[config.mk]
export PLATFORM = sky130hd
export DESIGN_NAME = vertex_transform_bbox
export DESIGN_NICKNAME = d
export VERILOG_FILES = /design/src/vtb_pkg.sv /design/src/vertex_transform_bbox.sv
export SDC_FILE = /design/constraint.sdc
export NUM_CORES = 2
export LEC_CHECK = 0
export BUFFER_PORTS_ARGS = -buffer_cell sky130_fd_sc_hd__buf_2
export CORE_MARGIN = 2
export CORE_UTILIZATION = 23
export DETAILED_ROUTE_END_ITERATION = 10
export GPL_ROUTABILITY_DRIVEN = 0
export PLACE_DENSITY = 0.42
export SLEW_MARGIN = 10
export SYNTH_ARGS = -nofsm -noshare
export SYNTH_HDL_FRONTEND = slang
export SYNTH_SLANG_ARGS = --single-unit
[constraint.sdc]
create_clock -name clk -period 29.6 [get_ports clk]
set_input_delay 5.92 -clock clk [delete_from_list [all_inputs] [get_ports clk]]
set_output_delay 5.92 -clock clk [all_outputs]
set_load 0.05 [all_outputs]
[src/vtb_pkg.sv]
// types, constants and helpers for the vertex transform and bounding box block
// no dependencies; used by vertex_transform_bbox
package vtb_pkg;

	localparam int unsigned COORD_W    = 32;
	localparam int unsigned TRIG_W     = 16;
	localparam int unsigned TRIG_FRAC  = 14;
	localparam int unsigned PROD_W     = 64;
	// two 32x16 products summed, one extra bit of headroom
	localparam int unsigned ACC_W      = 49;
	localparam int unsigned CFG_IDX_W  = 3;

	typedef logic [CFG_IDX_W-1:0] cfg_idx_t;

	localparam cfg_idx_t REG_COS_ANGLE   = 3'd0;
	localparam cfg_idx_t REG_SIN_ANGLE   = 3'd1;
	localparam cfg_idx_t REG_SCALE_X     = 3'd2;
	localparam cfg_idx_t REG_SCALE_Y     = 3'd3;
	localparam cfg_idx_t REG_TRANSLATE_X = 3'd4;
	localparam cfg_idx_t REG_TRANSLATE_Y = 3'd5;

	typedef enum logic [9:0] {
		ST_IDLE = 10'b00_0000_0001,
		ST_MSX  = 10'b00_0000_0010,
		ST_MSY  = 10'b00_0000_0100,
		ST_MC0  = 10'b00_0000_1000,
		ST_MC1  = 10'b00_0001_0000,
		ST_MC2  = 10'b00_0010_0000,
		ST_MC3  = 10'b00_0100_0000,
		ST_FIN  = 10'b00_1000_0000,
		ST_WY   = 10'b01_0000_0000,
		ST_BOX  = 10'b10_0000_0000
	} state_t;

	// clamp a wide signed value to the signed 32 bit range
	function automatic logic signed [COORD_W-1:0] sat32(input logic signed [PROD_W-1:0] v);
		logic signed [PROD_W-1:0] hi;
		logic signed [PROD_W-1:0] lo;
		hi = PROD_W'(64'sh0000_0000_7fff_ffff);
		lo = PROD_W'(64'shffff_ffff_8000_0000);
		if (v > hi)
			return 32'sh7fff_ffff;
		else if (v < lo)
			return 32'sh8000_0000;
		else
			return v[COORD_W-1:0];
	endfunction

endpackage

[src/vertex_transform_bbox.sv]
// vertex_transform_bbox: per-axis scale, rotate, translate of one vertex and running box
// steps: msx, msy, mc0 to mc3, fin, wy, then box, which loads the output register;
// six products share one 32x32 multiplier under a 10-state sequencer; a new vertex
// is taken only in idle, even while the previous result waits in the output register
// reset (arst_n low): config to identity transform, box tracker cleared, new set pending
// depends on vtb_pkg
module vertex_transform_bbox #(
	parameter int unsigned COORD_FRAC_BITS = 16
) (
	input  logic                                  clk,
	input  logic                                  arst_n,
	// configuration write channel
	input  logic                                  cfg_valid,
	output logic                                  cfg_ready,
	input  logic [vtb_pkg::CFG_IDX_W-1:0]         cfg_index,
	input  logic [vtb_pkg::COORD_W-1:0]           cfg_data,
	// vertex input channel
	input  logic                                  in_valid,
	output logic                                  in_ready,
	input  logic signed [vtb_pkg::COORD_W-1:0]    local_x,
	input  logic signed [vtb_pkg::COORD_W-1:0]    local_y,
	input  logic                                  last_vertex,
	// result channel
	output logic                                  out_valid,
	input  logic                                  out_ready,
	output logic signed [vtb_pkg::COORD_W-1:0]    world_x,
	output logic signed [vtb_pkg::COORD_W-1:0]    world_y,
	output logic                                  box_valid,
	output logic signed [vtb_pkg::COORD_W-1:0]    box_min_x,
	output logic signed [vtb_pkg::COORD_W-1:0]    box_min_y,
	output logic signed [vtb_pkg::COORD_W-1:0]    box_max_x,
	output logic signed [vtb_pkg::COORD_W-1:0]    box_max_y
);

	localparam int unsigned CW = vtb_pkg::COORD_W;
	localparam int unsigned PW = vtb_pkg::PROD_W;
	localparam int unsigned AW = vtb_pkg::ACC_W;
	localparam int unsigned TW = vtb_pkg::TRIG_W;

	// configuration registers
	logic signed [TW-1:0] cos_q;
	logic signed [TW-1:0] sin_q;
	logic signed [CW-1:0] scale_x_q;
	logic signed [CW-1:0] scale_y_q;
	logic signed [CW-1:0] trans_x_q;
	logic signed [CW-1:0] trans_y_q;

	// sequencer and working registers
	vtb_pkg::state_t      state_q;
	logic signed [CW-1:0] lx_q;
	logic signed [CW-1:0] ly_q;
	logic                 last_q;
	logic signed [CW-1:0] sx_q;
	logic signed [CW-1:0] sy_q;
	logic signed [PW-1:0] prod_q;
	logic signed [AW-1:0] acc_q;
	logic signed [CW-1:0] wx_q;
	logic signed [CW-1:0] wy_q;

	// box tracker
	logic signed [CW-1:0] run_min_x_q;
	logic signed [CW-1:0] run_min_y_q;
	logic signed [CW-1:0] run_max_x_q;
	logic signed [CW-1:0] run_max_y_q;
	logic                 first_q;

	// output register
	logic                 out_valid_q;

	// shared multiplier
	logic signed [CW-1:0] mul_a;
	logic signed [CW-1:0] mul_b;
	logic signed [PW-1:0] mul_p;

	// combinational helpers
	logic signed [PW-1:0] scaled_wide;
	logic signed [CW-1:0] scaled_sat;
	logic signed [AW-1:0] rot_wide;
	logic signed [PW-1:0] world_wide_x;
	logic signed [PW-1:0] world_wide_y;
	logic signed [CW-1:0] nmin_x;
	logic signed [CW-1:0] nmin_y;
	logic signed [CW-1:0] nmax_x;
	logic signed [CW-1:0] nmax_y;
	logic                 box_go;
	logic                 in_fire;

	assign cfg_ready = 1'b1;
	assign in_ready  = (state_q == vtb_pkg::ST_IDLE);
	assign in_fire   = in_valid && in_ready;
	assign out_valid = out_valid_q;
	// the box step waits until the output register is free
	assign box_go    = (state_q == vtb_pkg::ST_BOX) && (!out_valid_q || out_ready);

	// operand select for the one multiplier, by step
	always_comb begin
		mul_a = lx_q;
		mul_b = scale_x_q;
		case (state_q)
			vtb_pkg::ST_MSX: begin
				mul_a = lx_q;
				mul_b = scale_x_q;
			end
			vtb_pkg::ST_MSY: begin
				mul_a = ly_q;
				mul_b = scale_y_q;
			end
			vtb_pkg::ST_MC0: begin
				mul_a = sx_q;
				mul_b = CW'(cos_q);
			end
			vtb_pkg::ST_MC1: begin
				mul_a = sy_q;
				mul_b = CW'(sin_q);
			end
			vtb_pkg::ST_MC2: begin
				mul_a = sx_q;
				mul_b = CW'(sin_q);
			end
			vtb_pkg::ST_MC3: begin
				mul_a = sy_q;
				mul_b = CW'(cos_q);
			end
			default: begin
				mul_a = lx_q;
				mul_b = scale_x_q;
			end
		endcase
	end

	assign mul_p = PW'(mul_a) * PW'(mul_b);

	// scaled coordinate: floor shift of the last product, then clamp
	assign scaled_wide = prod_q >>> COORD_FRAC_BITS;
	assign scaled_sat  = vtb_pkg::sat32(scaled_wide);

	// y rotation sum is finished in the fin step; x sum sits in acc_q by mc3
	assign rot_wide     = acc_q + AW'(prod_q);
	assign world_wide_x = PW'(acc_q >>> vtb_pkg::TRIG_FRAC) + PW'(trans_x_q);
	assign world_wide_y = PW'(acc_q >>> vtb_pkg::TRIG_FRAC) + PW'(trans_y_q);

	// running bounds including the current vertex
	always_comb begin
		if (first_q) begin
			nmin_x = wx_q;
			nmax_x = wx_q;
			nmin_y = wy_q;
			nmax_y = wy_q;
		end else begin
			nmin_x = (wx_q < run_min_x_q) ? wx_q : run_min_x_q;
			nmax_x = (wx_q > run_max_x_q) ? wx_q : run_max_x_q;
			nmin_y = (wy_q < run_min_y_q) ? wy_q : run_min_y_q;
			nmax_y = (wy_q > run_max_y_q) ? wy_q : run_max_y_q;
		end
	end

	// configuration writes, unknown index ignored
	always_ff @(posedge clk or negedge arst_n) begin
		if (!arst_n) begin
			cos_q     <= 16'sd16384;
			sin_q     <= '0;
			scale_x_q <= 32'sd65536;
			scale_y_q <= 32'sd65536;
			trans_x_q <= '0;
			trans_y_q <= '0;
		end else if (cfg_valid && cfg_ready) begin
			case (cfg_index)
				vtb_pkg::REG_COS_ANGLE:   cos_q     <= cfg_data[TW-1:0];
				vtb_pkg::REG_SIN_ANGLE:   sin_q     <= cfg_data[TW-1:0];
				vtb_pkg::REG_SCALE_X:     scale_x_q <= cfg_data;
				vtb_pkg::REG_SCALE_Y:     scale_y_q <= cfg_data;
				vtb_pkg::REG_TRANSLATE_X: trans_x_q <= cfg_data;
				vtb_pkg::REG_TRANSLATE_Y: trans_y_q <= cfg_data;
				default: ;
			endcase
		end
	end

	// sequencer
	always_ff @(posedge clk or negedge arst_n) begin
		if (!arst_n) begin
			state_q <= vtb_pkg::ST_IDLE;
		end else begin
			case (state_q)
				vtb_pkg::ST_IDLE: if (in_fire) state_q <= vtb_pkg::ST_MSX;
				vtb_pkg::ST_MSX:  state_q <= vtb_pkg::ST_MSY;
				vtb_pkg::ST_MSY:  state_q <= vtb_pkg::ST_MC0;
				vtb_pkg::ST_MC0:  state_q <= vtb_pkg::ST_MC1;
				vtb_pkg::ST_MC1:  state_q <= vtb_pkg::ST_MC2;
				vtb_pkg::ST_MC2:  state_q <= vtb_pkg::ST_MC3;
				vtb_pkg::ST_MC3:  state_q <= vtb_pkg::ST_FIN;
				vtb_pkg::ST_FIN:  state_q <= vtb_pkg::ST_WY;
				vtb_pkg::ST_WY:   state_q <= vtb_pkg::ST_BOX;
				vtb_pkg::ST_BOX:  if (box_go) state_q <= vtb_pkg::ST_IDLE;
				default:          state_q <= vtb_pkg::ST_IDLE;
			endcase
		end
	end

	// datapath registers, no reset needed
	always_ff @(posedge clk) begin
		if (in_fire) begin
			lx_q   <= local_x;
			ly_q   <= local_y;
			last_q <= last_vertex;
		end
		// product register, loaded on every multiply step
		if (state_q == vtb_pkg::ST_MSX || state_q == vtb_pkg::ST_MSY ||
				state_q == vtb_pkg::ST_MC0 || state_q == vtb_pkg::ST_MC1 ||
				state_q == vtb_pkg::ST_MC2 || state_q == vtb_pkg::ST_MC3) begin
			prod_q <= mul_p;
		end
		case (state_q)
			vtb_pkg::ST_MSY: sx_q <= scaled_sat;
			vtb_pkg::ST_MC0: sy_q <= scaled_sat;
			// sx*cos
			vtb_pkg::ST_MC1: acc_q <= AW'(prod_q);
			// minus sy*sin
			vtb_pkg::ST_MC2: acc_q <= acc_q - AW'(prod_q);
			vtb_pkg::ST_MC3: begin
				wx_q  <= vtb_pkg::sat32(world_wide_x);
				acc_q <= AW'(prod_q);
			end
			// sx*sin plus sy*cos
			vtb_pkg::ST_FIN: acc_q <= rot_wide;
			vtb_pkg::ST_WY:  wy_q  <= vtb_pkg::sat32(world_wide_y);
			default: ;
		endcase
	end

	// box tracker, first-of-set flag and output valid
	always_ff @(posedge clk or negedge arst_n) begin
		if (!arst_n) begin
			run_min_x_q <= '0;
			run_min_y_q <= '0;
			run_max_x_q <= '0;
			run_max_y_q <= '0;
			first_q     <= 1'b1;
			out_valid_q <= 1'b0;
		end else begin
			if (box_go) begin
				run_min_x_q <= nmin_x;
				run_min_y_q <= nmin_y;
				run_max_x_q <= nmax_x;
				run_max_y_q <= nmax_y;
				first_q     <= last_q;
				out_valid_q <= 1'b1;
			end else if (out_ready) begin
				out_valid_q <= 1'b0;
			end
		end
	end

	// output payload register, box fields zero unless the set closes
	always_ff @(posedge clk) begin
		if (box_go) begin
			world_x   <= wx_q;
			world_y   <= wy_q;
			box_valid <= last_q;
			box_min_x <= last_q ? nmin_x : '0;
			box_min_y <= last_q ? nmin_y : '0;
			box_max_x <= last_q ? nmax_x : '0;
			box_max_y <= last_q ? nmax_y : '0;
		end
	end

endmodule

# Yosys cells after proc, flatten, opt, wreduce, memory -nomap -nowiden
# Cells that the tools add are included.
# Widths: inputs -> output; s select.
[op_classes]
add_sub_neg = 4
multipliers = 1
div_mod_pow = 0
order_cmp = 10
n_eq_ne = 17
n_shift = 0
mux = 20
bitwise = 0
n_reduce_logical = 23
[op_table]
columns = ["operator", "n"]
rows = [
  ["$mux 32", 12],
  ["$pmux 32 s3", 2],
  ["$pmux 49 s3", 1],
  ["$pmux 10 s10", 1],
  ["$add 35x32->36", 2],
  ["$gt 36x32->1 const B", 2],
  ["$lt 36x32->1 const B", 2],
  ["$gt 32x32->1", 2],
  ["$lt 32x32->1", 2],
  ["$mul 32x32->64", 1],
  ["$add 49x49->49", 1],
  ["$sub 49x49->49", 1],
  ["$gt 48x32->1 const B", 1],
  ["$lt 48x32->1 const B", 1],
  ["$mux 10", 2],
  ["$reduce_and 2->1", 7],
  ["$eq 10x1->1 const B", 1],
  ["$eq 10x10->1 const B", 1],
  ["$eq 10x2->1 const B", 1],
  ["$eq 10x3->1 const B", 1],
  ["$eq 10x4->1 const B", 1],
  ["$eq 10x5->1 const B", 1],
  ["$eq 10x6->1 const B", 1],
  ["$eq 10x7->1 const B", 1],
  ["15 further kinds", 27],
]
[word_totals]
regBits = 799
latchBits = 0
ram_bits = 0
rom_bits = 0
output_inout_bits = 196
wordCells = 104
mem_count = 0

# Longest topological paths before layout
[logic_depth]
ltp_word = 6
depth_mapped = 38

# Least setup slack after synthesis
# Ideal clock, no wire load.
[synth_timing]
path_kind = "input to register"
from = "input out_ready"
to = "register box_max_x[0] (netlist name), enable pin"
setup_ns = 0.633
arrival_ns = 11.972
setup_slack_ns = 16.995
stages = 4
path_buffers = 2
cell_sequence = "nand2b_1 nor2b_1 buf_1 clkbuf_1"
[synth_between]
elab_chain_len = 2
[synth_rtl]
columns = ["element", "line_no", "rtl"]
rows = [
  ["start, declared", "vertex_transform_bbox.sv:25", "input logic out_ready,"],
  ["$logic_or 1x1->1", "vertex_transform_bbox.sv:93", "assign box_go = (state_q == vtb_pkg::ST_BOX) && (!out_valid_q || out_ready);"],
  ["$logic_and 1x1->1", "vertex_transform_bbox.sv:93", ""],
  ["via box_go", "vertex_transform_bbox.sv:85", "logic box_go;"],
  ["end signal, assigned", "vertex_transform_bbox.sv:262", "box_max_x <= last_q ? nmax_x : '0;"],
  ["end, declared", "vertex_transform_bbox.sv:31", "output logic signed [vtb_pkg::COORD_W-1:0] box_max_x,"],
]
# The timed path passes the listed nets, and every way through them passes these cells.
# A chain may end at the register's enable or synchronous reset.

# Worst setup path after layout
[layout_timing]
from = "register state_q[7]"
to = "register prod_q[63] (data pin)"
[layout_between]
elab_chain_len = 4
[layout_rtl]
columns = ["element", "line_no", "rtl"]
rows = [
  ["start, declared", "vertex_transform_bbox.sv:49", "vtb_pkg::state_t state_q;"],
  ["start signal, assigned", "vertex_transform_bbox.sv:182", "state_q <= vtb_pkg::ST_IDLE;"],
  ["start signal, assigned", "vertex_transform_bbox.sv:185", "vtb_pkg::ST_IDLE: if (in_fire) state_q <= vtb_pkg::ST_MSX;"],
  ["start signal, assigned", "vertex_transform_bbox.sv:186", "vtb_pkg::ST_MSX: state_q <= vtb_pkg::ST_MSY;"],
  ["$eq 10x5->1, or another cell as far along", "vertex_transform_bbox.sv:99", "case (state_q)"],
  ["$reduce_or 2->1 (no line)", "--", ""],
  ["$pmux 32 s3", "vertex_transform_bbox.sv:99", ""],
  ["$mul 32x32->64 (*)", "vertex_transform_bbox.sv:131", "assign mul_p = PW'(mul_a) * PW'(mul_b);"],
  ["via mul_p[63]", "vertex_transform_bbox.sv:73", "logic signed [PW-1:0] mul_p;"],
  ["end signal, assigned", "vertex_transform_bbox.sv:211", "prod_q <= mul_p;"],
  ["end, declared", "vertex_transform_bbox.sv:55", "logic signed [PW-1:0] prod_q;"],
]
# Mark *: on every way through the listed nets, which the timed path passes. The rest lies on a longest branch.

==> metrics.csv <==
stage,metric,value,unit
final_layout,area_growth,14.00,%
placed_design,place_ws,16980,ps
final_layout,biggestRegsByFlops,"prod_q x64, acc_q x49",
critical_path,path_buf_inv,8,
grt,grt_use_total,16.34,%
clocking,cts.sinks,799,
clocking,worstSkewPairLatency,910,ps
placed_design,port_buffers,299,
timing,final_max_slew_viol_count,0,
clocking,cts_tree,yes,
logic_synthesis,synth_seq_area_share,29.38,%
timing,setup-violations-final,0,
clocking,cts_root_buf,clkbuf_16,
timing,rsz0062_at_grt,false,
logic_synthesis,syn-num-nets,9094,
timing,fin_skew,152.5,ps
final_layout,regMostFlops,prod_q,
critical_path,path_class,flip-flop to flip-flop,
route,vias,55680,
timing,fmax,0.07792,GHz
logic_synthesis,async_flop_share,37.55,%
floorplan,dieArea,337500,um^2
final_layout,post_layout_nonfiller_instances,12170,
timing,finalSetupTns,0,ps
logic_synthesis,synth.cell_area,76560,um^2
grt,grt_max_degree,142,
timing,fin_ws,16770,ps
clocking,htreeDepth,3,
clocking,clkSlewWorstSetupHoldPaths,60,ps
grt,antenna_found_initial,48,
logic_synthesis,syn_area_per_cell,10.24,um^2
worst_hold_path,hp-class,flip-flop to flip-flop,
route,totalWireLength,277700,um
final_layout,finish.utilization,26.39,%
floorplan,initial_core_util,23.15,%
grt,gr-total-overflow,0,
status,status,completed,
floorplan,coreArea,330800,um^2
grt,grt_pass1_wl,407200,um
clocking,cts_hold_buf,0,
logic_synthesis,synth-edff-count,499,
critical_path,cp_max_fo,73,
final_layout,nets,9318,
route,wire_per_inst,22.81,um
logic_synthesis,yosys_register_bits,799,
floorplan,die_y,581.0,um
critical_path,end_kind,flip-flop,
timing,slew_headroom,19.14,%
clocking,ctsLongestPathBuffers,4,
worst_hold_path,holdPathStages,1,
logic_synthesis,synth-adder-area-share,35.38,%
logic_synthesis,synth_warnings,0,
final_layout,drive_above_1_share,12.47,%
route,drtPass1Iterations,6,
timing,finalCriticalPeriod,12830,ps
critical_path,critPathLaunchType,flip-flop,
logic_synthesis,synthMuxAreaShare,5.089,%
logic_synthesis,ys_types,89,
logic_synthesis,synth_compound_gate_area_share,8.884,%
logic_synthesis,syn_inst,7475,
floorplan,fp-row-count,211,
timing,hold_viol,0,
route,ant_nets,0,
critical_path,r2r_start,state_q[7]$_DFFE_PN0P_,
logic_synthesis,synth-simple-area-share,11.15,%
critical_path,cp_top_family,adder cells,
critical_path,worstPathArrival,13340,ps
route,drc,0,
logic_synthesis,synth-main-ff-cell,edfxtp_1,
grt,grt_pass1_vias,58550,
critical_path,r2r_setup_slack,16770,ps
final_layout,largest_register_ff_count,64,
clocking,cts_setup_buffers,0,
floorplan,pin_count,301,
critical_path,path_common_cell,fa_1,
floorplan,die_w,581.0,um
clocking,numCtsBuffers,106,
timing,fin_crit_sh,43.36,%
clocking,cts_resized,0,
critical_path,crit_slowest_cell,fa_1,
route,drt_iter0_markers,4146,
route,via_per_inst,4.574,
placed_design,placed_cells,11960,
run,cap_viol_max_count,0,
critical_path,cp.required,30110,ps
critical_path,timing.rr.end,prod_q[63]$_DFFE_PP_,
timing,worst_pin_slew,1213,ps
worst_hold_path,hold_path_startpoint,scale_y_q[31]$_DFFE_PN0P_,
logic_synthesis,synthXorXnorAreaFrac,2.482,%
critical_path,worst-r2r-cell-count,34,
critical_path,cpPeakStageDelay,1000,ps
placed_design,dp_hpwl,218000,um
logic_synthesis,synth_top_family_by_area,adder cells,
worst_hold_path,min_to,scale_y_q[31]$_DFFE_PN0P_,
==> synth_stat cells, drive strengths merged (29+ instances only) <==
master	n	area, um^2
nand3	102	510.5
a21oi	255	1284
nor2b	30	187.7
nand4	42	262.8
buf	100	510.5
nand2	908	3408
fa	1085	21720
inv	1193	4478
a21o	130	975.9
o21bai	36	270.3
mux2	258	2905
clkbuf	225	845.8
o21a	84	630.6
xnor2	136	1191
xor2	81	709.4
edfxtp	499	14980
a31oi	29	181.4
o21ai	270	1359
o22ai	41	262.8
dfrtp	295	7382
ha	429	5368
nor3	40	205.2
mux2i	99	991.0
nand2b	39	244.0
nor2	703	2639
==> metrics by stage <==
step / instance area (um^2) / hold slack (ps)
after floorplan: 76560 / 478.3
after global placement: 83670 / 486.8
after detailed placement: 83670 / 493.0
after CTS: 87230 / 508.7
after global routing: 87240 / 520.1
final: 87280 / 510.0
==> cells in the final DEF, fill, tap and decap left out, types with 25 or more instances in the layout <==
cell type and n:
ha_1 429, a21o_1 129, inv_1 1191, a31oi_1 27
dfrtp_1 295, nand2_1 908, edfxtp_1 499, o21ai_0 188
and3_1 26, clkbuf_16 108, mux2i_1 99, fa_1 1085
nor2b_1 29, buf_2 298, a21oi_1 248, nor3_1 36
nand3_1 102, nand2b_1 37, xor2_1 81, nor2_1 701
o21ai_1 56, nand4_1 42, o22ai_1 40, xnor2_1 136
o21a_1 78, o21bai_1 36, a22oi_1 25, mux2_2 258
a211oi_1 26, buf_4 140
==> metal layers <==
metal | GRT usage, % | vias to the layer above | share of wire, %
met2 | 27.22 | 1668 | 47
met4 | 6.488 | 16 | 4.4
met3 | 2.544 | 399 | 5.6
met5 | 0 | - | 0.037
met1 | 21.13 | 28820 | 42
li1 | - | 24770 | -
==> worst max path at each step <==
stage | from | end | slack, ps | depth (start not counted)
after floorplan | out_ready | box_max_x[0]$_SDFFCE_PN0P_ | 17000 | 4
after global placement | state_q[7]$_DFFE_PN0P_ | prod_q[62]$_DFFE_PP_ | 17140 | 36
after detailed placement | state_q[7]$_DFFE_PN0P_ | prod_q[63]$_DFFE_PP_ | 16980 | 34
after CTS | state_q[7]$_DFFE_PN0P_ | prod_q[63]$_DFFE_PP_ | 16900 | 34
after global routing | state_q[7]$_DFFE_PN0P_ | prod_q[63]$_DFFE_PP_ | 16060 | 34
final | state_q[7]$_DFFE_PN0P_ | prod_q[63]$_DFFE_PP_ | 16770 | 34
==> cell type report <==
cell class	instances	area [um^2]
clock buffer	129	2831
sequential	799	22500
antenna	19	47.55
timing repair buffer	441	2597
inverter	1194	4482
tap	4366	5463
clock inverter	66	730.7
multi-input combinational	5157	48630
fill	34990	243500
==> cell families after synthesis <==
group           Yosys count
mux                     357
other cells               1
buf+inv                1519
fa+ha+maj              1514
compound gates         1051
flops                   799
xor+xnor                217
simple gates           2017
Power is left out: the tool's default activity adds up to more than one toggle a clock period on the data nets, which glitch-free logic cannot reach.
